[src/rtl/particle_pool_engine_assert.svh]
// Assertion macros shared by the RTL.
`ifndef PARTICLE_POOL_ENGINE_ASSERT_SVH
`define PARTICLE_POOL_ENGINE_ASSERT_SVH

// Same-cycle implication, checked on clk_i, disabled in reset.
`define PPE_ASSERT_NOW(lbl, ante, cons) \
  lbl: assert property (@(posedge clk_i) disable iff (!rst_ni) (ante) |-> (cons)) \
    else $error("ppe check failed");

// Next-cycle implication.
`define PPE_ASSERT_NXT(lbl, ante, cons) \
  lbl: assert property (@(posedge clk_i) disable iff (!rst_ni) (ante) |=> (cons)) \
    else $error("ppe sequence check failed");

`endif

[src/rtl/ppe_ram.sv]
`default_nettype none
module ppe_ram #(
  parameter int unsigned WIDTH = 8,
  parameter int unsigned DEPTH = 64
) (
  input  wire logic                     clk_i,
  input  wire logic                     we_i,
  input  wire logic [$clog2(DEPTH)-1:0] waddr_i,
  input  wire logic [WIDTH-1:0]         wdata_i,
  input  wire logic                     re_i,
  input  wire logic [$clog2(DEPTH)-1:0] raddr_i,
  output logic      [WIDTH-1:0]         rdata_o
);
  logic [WIDTH-1:0] mem_q [DEPTH];

  always_ff @(posedge clk_i) begin
    if (we_i) begin
      mem_q[waddr_i] <= wdata_i;
    end
    if (re_i) begin
      rdata_o <= mem_q[raddr_i];
    end
  end
endmodule
`default_nettype wire

[config.mk]
export PLATFORM = sky130hd
export DESIGN_NAME = ppe_ram
export DESIGN_NICKNAME = d
export VERILOG_FILES = /design/src/rtl/particle_pool_engine_assert.svh /design/src/rtl/ppe_ram.sv
export SDC_FILE = /design/constraint.sdc
export NUM_CORES = 1
export LEC_CHECK = 0
export BUFFER_PORTS_ARGS = -buffer_cell sky130_fd_sc_hd__buf_4
export CAP_MARGIN = 20
export CORE_MARGIN = 4
export CORE_UTILIZATION = 41
export CTS_BUF_LIST = sky130_fd_sc_hd__clkbuf_8 sky130_fd_sc_hd__clkbuf_16
export DETAILED_ROUTE_END_ITERATION = 7
export GPL_TIMING_DRIVEN = 0
export MAX_ROUTING_LAYER = met4
export SETUP_SLACK_MARGIN = 0.1
export SLEW_MARGIN = 20
export SYNTH_ARGS = -nofsm -noshare
export SYNTH_HDL_FRONTEND = slang
export SYNTH_SLANG_ARGS = --single-unit
[constraint.sdc]
create_clock -name clk_i -period 3.6 [get_ports clk_i]
set_input_delay 0.72 -clock clk_i [delete_from_list [all_inputs] [get_ports clk_i]]
set_output_delay 0.72 -clock clk_i [all_outputs]
set_load 0.02 [all_outputs]
==> results by group, run 1 <==
Status
  – Status: finished, final reports clean

Logic synthesis
  – Post-synth EDFFs: 520
  – Ys Warns: 0
  – Syn Nets: about 960
  – Distinct cells, synth: 39
  – Synthesized area per cell: roughly 22 um^2
  – Yosys reg bits: 520
  – Post-synthesis cell count: 940
  – Syn Std Cell Area: just over 0.02 mm^2
  – Post-synth ARST share: 0
  – Synth Flop Type: edfxtp_1
  – Sequential area share after synthesis: 0.771

Layout
  – Final nets: 1039
  – Share of cells above drive strength 1: 0.252
  – Synth-to-layout area growth: 12.8%
  – Filler Cell Count: 4123
  – Most frequent cells in the layout: 520 x edfxtp_1, 126 x mux4_2, 83 x nor2_1
  – Commonest non-fill, non-tap cell in the layout: edfxtp_1
  – Area taken by flip-flops and latches: 0.0156 mm^2
  – Finished layout cell area: ~0.023 mm^2
  – Multi-input logic area: about 0.0043 mm^2

Hold path
  – Worst Hold Endpoint: rdata_o[0]
  – Hold Path Depth: 1
  – Hold_sp: re_i
  – Worst min path class: in -> reg

Global route
  – Overflow after GRT: 0
  – Initial antenna violation count: 1
  – Vias in the first global route: 10000
  – All-Layer GR Usage: 0.191
  – Pin count of the biggest net entering global routing: between 60 and 70
  – First-pass GRT wire length: 71000 um

Timing
  – Tmin final: around 3.2 ns
  – FMAX: between 0.3 and 0.4 GHz
  – Slew Limit Fails: 0
  – Actual slew at the worst max-slew pin: roughly 1.1 ns
  – Setup TNS: 0 ns
  – Setup violators final: 0
  – Worst setup margin: 0.402 ns
  – Rel. slew slack: 0.255
  – Skew final: 0.0271 ns
  – Final hold viol count: 0
  – Worst hold slack: around 0.40 ns
  – RSZ-0062 raised after global routing: false
  – Final period util: 0.888

Worst setup path
  – R2R cell count: 4
  – Worst Setup End Kind: register
  – WS Path Type: in -> reg
  – Crit start category: input port
  – Crit path max fanout: 10
  – Reg2reg start: mem_q[3][3]
  – CP required: 3.88 ns
  – Crit path arrival time: about 3.5 ns
  – Setup slack, reg-to-reg: 0.96 ns
  – Worst R2R End: rdata_o[3]

Placement
  – DP Wirelength: 30700 um
  – Setup WS pre-CTS: -0.0543 ns
  – RD Place Congestion: roughly 0.87
  – Placed Instance Area: between 0.02 and 0.025 mm^2
  – IO Port Bufs: 22

Power
  – Power per cell area: 548 mW/mm^2
  – P_leak: between 7 and 8 nW
  – Final total power: approximately 13 mW
  – Max rail drop VDD: 0.000396 V

Floorplanning
  – Die area: 0.0530 mm^2
  – Row count: 81
  – CORE AREA: 0.0488 mm^2
  – Starting Density: 0.414
  – Die Y: roughly 230 um
  – DIE WIDTH: 230 um
  – # IOs: 31

CTS
  – CTS clk-pin slew, worst paths: 0.06 ns
  – TritonCTS Buffers: 52
  – # hold bufs at CTS: 0
  – CTS root buffer: clkbuf_16
  – Post-CTS Resized: 0
  – H-tree levels: 2
  – CTS tree: yes
  – Clock Latency Late Sink: 0.60 ns
  – Post-CTS Setup Inserts: 0
  – Clk sinks: 520
  – Max clock buf depth: 3

Routing
  – Avg WL per Cell: 28.5 um
  – Residual DRC: 0
  – DRT antenna net count: 0
  – DR iter-0 viols: 1013
  – First-pass detailed-route iteration total: 5
  – Vias: 9926
  – DR vias/cell: 5.77
  – Total Wirelength: 49000 um

Job
  – Max Cap Viol: 0
## metal layers
layer	up-vias	global-route usage	wire length (um)
met1	5297	0.259	20400
met2	418	0.290	23100
met3	104	0.0395	3720
li1	4107	-	-
met4	0	0.0662	1770
met5	-	-	0
## worst max-delay path by stage
stage	start	to	slack, ns	cells after the start
after floorplan	raddr_i[1]	rdata_o[3]	1.07	7
after global placement	raddr_i[1]	rdata_o[4]	-0.07	8
after detailed placement	raddr_i[1]	rdata_o[4]	-0.05	8
after CTS	raddr_i[1]	rdata_o[4]	0.56	8
after global routing	raddr_i[2]	rdata_o[5]	0.35	7
final	raddr_i[2]	rdata_o[5]	0.40	7
## power by group
| part | leakage [nW] | internal, mW | switching, mW |
|---|---|---|---|
| Sequential | 4.69 | 6.72 | 0.0105 |
| Combinational | 1.56 | 0.243 | 0.439 |
| Clock | 0.832 | 2.87 | 2.23 |
| Total | 7.08 | 9.83 | 2.68 |
## Yosys cell counts (8+ instances only)
cell type  count  area share
nand2_1       19      0.0035
edfxtp_1     520        0.77
buf_4         13      0.0048
mux2i_1       23       0.011
o221ai_1       8      0.0035
clkbuf_1      17      0.0032
mux2_2        13      0.0072
buf_2         11      0.0027
mux4_2       126        0.14
nand3_1       13      0.0032
o22ai_1        8      0.0025
nor2_1        83       0.015
nor2b_1       14      0.0043
## stage by stage
step,instances,util
2_1_floorplan,940,-
3_3_place_gp,1626,0.435
3_5_place_dp,1626,0.435
4_1_cts,1718,0.468
5_1_grt,1719,0.468
6_report,1719,0.468
## flip-flops by register name, summed over array words and instances (netlist names)
name and cells:
rdata_o 8, mem_q 512
## critical path, stage by stage
cell,delay (ns)
buf_2,0.20
buf_4,0.27
clkbuf_1,0.59
buf_2,0.55
o221ai_1,0.20
o21a_1,0.21
o41ai_1,0.72
## cell type report
class / count / share of cell area
Multi-Input combinational cell: 369 / 0.189
Sequential cell: 520 / 0.684
Buffer: 51 / 0.0139
Clock inverter: 39 / 0.0114
Tap cell: 664 / 0.0364
Timing Repair Buffer: 22 / 0.00723
Clock buffer: 53 / 0.0581
Antenna cell: 1 / 0.000110
## cell families after synthesis
family | after synthesis | synth area share
and+or+nand+nor | 153 | 0.0337
AOI/OAI and AO/OA | 54 | 0.0206
buffers and inverters | 51 | 0.0156
DFF | 520 | 0.771
muxes | 162 | 0.159
No activity file was read; power rests on OpenSTA's default activity.
==> run 2, diff against run 1 <==
- RECOVER_POWER: not set -> 50
==> run 2 against run 1 <==
The run now ends with max-capacitance violations, max-slew violations left. Combinational power down 1%. Global-route usage unchanged. Hold slack better by 0.15 ns. Clock skew down 0.0026 ns. Critical path type unchanged.
==> results by group, run 2 (synthesized netlist as in run 1, its figures left out) <==
Worst setup path
  – Crit path max fanout: 10
  – Worst Setup End Kind: register
  – CP startpoint: raddr_i[2]
  – CP required: about 3.9 ns
  – WS Path Type: in -> reg
  – Crit start category: input port
  – Reg2reg start: mem_q[3][5]
  – Crit path arrival time: 3.46 ns

Power
  – P_leak: 7.03 nW
  – Register share of total power: 0.538
  – Switching Share: 0.214
  – Max rail drop VDD: 0.000395 V
  – Clock power share: 0.408
  – Power per cell area: about 550 mW/mm^2
  – Comb power frac: 0.054
  – Final total power: around 13 mW
  – P_sw: around 2.7 mW
  – Internal: 9.84 mW

Floorplanning
  – Starting Density: 0.414
  – Row count: just over 80
  – Die area: 0.0530 mm^2
  – DIE WIDTH: between 200 and 250 um
  – # IOs: 31
  – CORE AREA: 0.0488 mm^2
  – Die Y: 230 um

Routing
  – Residual DRC: 0
  – Met1 wire length: 20700 um
  – First-pass detailed-route iteration total: 5
  – DR WL met3: 3560 um
  – DR vias/cell: just under 6
  – DR iter-0 viols: about 1100
  – Met2 wire length: 23100 um
  – Total Wirelength: 49100 um
  – Top sig layer: met4
  – DRT antenna net count: 0
  – Vias: a little under 10000
  – Avg WL per Cell: roughly 29 um

CTS
  – Clock Latency Late Sink: 0.60 ns
  – Clk sinks: 520
  – CTS root buffer: clkbuf_16
  – Post-CTS Setup Inserts: 0
  – CTS tree: yes
  – Post-CTS Resized: 0
  – Max clock buf depth: 3
  – H-tree levels: 2
  – # hold bufs at CTS: 0
  – CTS clk-pin slew, worst paths: ~0.060 ns
  – TritonCTS Buffers: 52

Layout
  – Commonest non-fill, non-tap cell in the layout: edfxtp_1
  – Top flop regs: mem_q x512, rdata_o x8
  – Synth-to-layout area growth: 12.6%
  – Largest register FFs: 512
  – Final nets: 1039
  – Share of cells above drive strength 1: 0.240
  – Most frequent cells in the layout: 520 x edfxtp_1, 126 x mux4_2, 83 x nor2_1
  – Most flop-heavy register: mem_q

Timing
  – Slew Limit Fails: 520
  – FMAX: 0.314 GHz
  – Rel. slew slack: -1.05
  – Actual slew at the worst max-slew pin: 3.08 ns
  – Tmin final: 3.18 ns
  – Setup TNS: 0 ns
  – Setup violators final: 0
  – RSZ-0062 raised after global routing: false
  – Final hold viol count: 0
  – Skew final: 0.0245 ns
  – Final period util: 0.884

Hold path
  – Hold_sp: re_i
  – Worst min path class: in -> reg

Status
  – Failing checks: max-capacitance violations, max-slew violations
  – Status: finished with violations

Placement
  – DP Wirelength: 30700 um
  – RD Place Congestion: 0.874
  – IO Port Bufs: 22

Global route
  – First-pass GRT wire length: 71000 um
  – Vias in the first global route: between 10000 and 15000
  – All-Layer GR Usage: 0.191
  – Overflow after GRT: 0
  – Initial antenna violation count: 1
  – Pin count of the biggest net entering global routing: 65

Job
  – Max Cap Viol: 8
[run 2: stage by stage]
stage | utilization | hold slack [ns] | instances | instance area [um^2] | setup WS [ns]
final | 0.467 | 0.557 | 1719 | 22800 | 0.417
after floorplan | - | 0.797 | 940 | 20200 | 1.07
after detailed placement | 0.435 | 1.01 | 1626 | 21300 | -0.0543
after CTS | 0.468 | 0.371 | 1718 | 22800 | 0.563
after global routing | 0.467 | 0.553 | 1719 | 22800 | 0.351
after global placement | 0.435 | 0.999 | 1626 | 21200 | -0.0736
[run 2: layout make-up]
class | count | area (um^2)
repair buffers | 22 | 116
well taps | 664 | 831
clock buffers | 53 | 1330
multi-input cells | 369 | 4330
plain buffers | 51 | 317
fillers | 4136 | 26100
clock inverters | 39 | 262
diodes | 1 | 2.50
flip-flops and latches | 520 | 15600
[run 2: per-layer routing]
metal | vias up | track usage
met5 | - | -
met4 | 0 | 0.0662
met2 | 397 | 0.290
met3 | 97 | 0.0395
li1 | 4110 | -
met1 | 5324 | 0.259
[run 2: power by group through the flow]
stage	registers, mW	logic [mW]	clock network (mW)
2_1_floorplan	6.86	0.357	0
3_3_place_gp	6.85	0.675	0
3_5_place_dp	6.85	0.685	0
4_1_cts	6.73	0.686	5.20
5_1_grt	6.74	0.711	5.49
6_report	6.74	0.675	5.10
[run 2: final timing paths]
path	end	slack (ns)	cells past startpoint
worst max-delay path	rdata_o[3]	0.42	7
worst min-delay path	rdata_o[5]	0.56	1
worst max register to register	rdata_o[5]	0.95	4
worst min register to register	rdata_o[2]	1.07	4
[run 2: critical path: stages]
cell and delay (ns):
buf_2 0.20, buf_4 0.27, clkbuf_1 0.58, buf_2 0.55, o221ai_1 0.21, o21a_1 0.21, o41ai_1 0.72
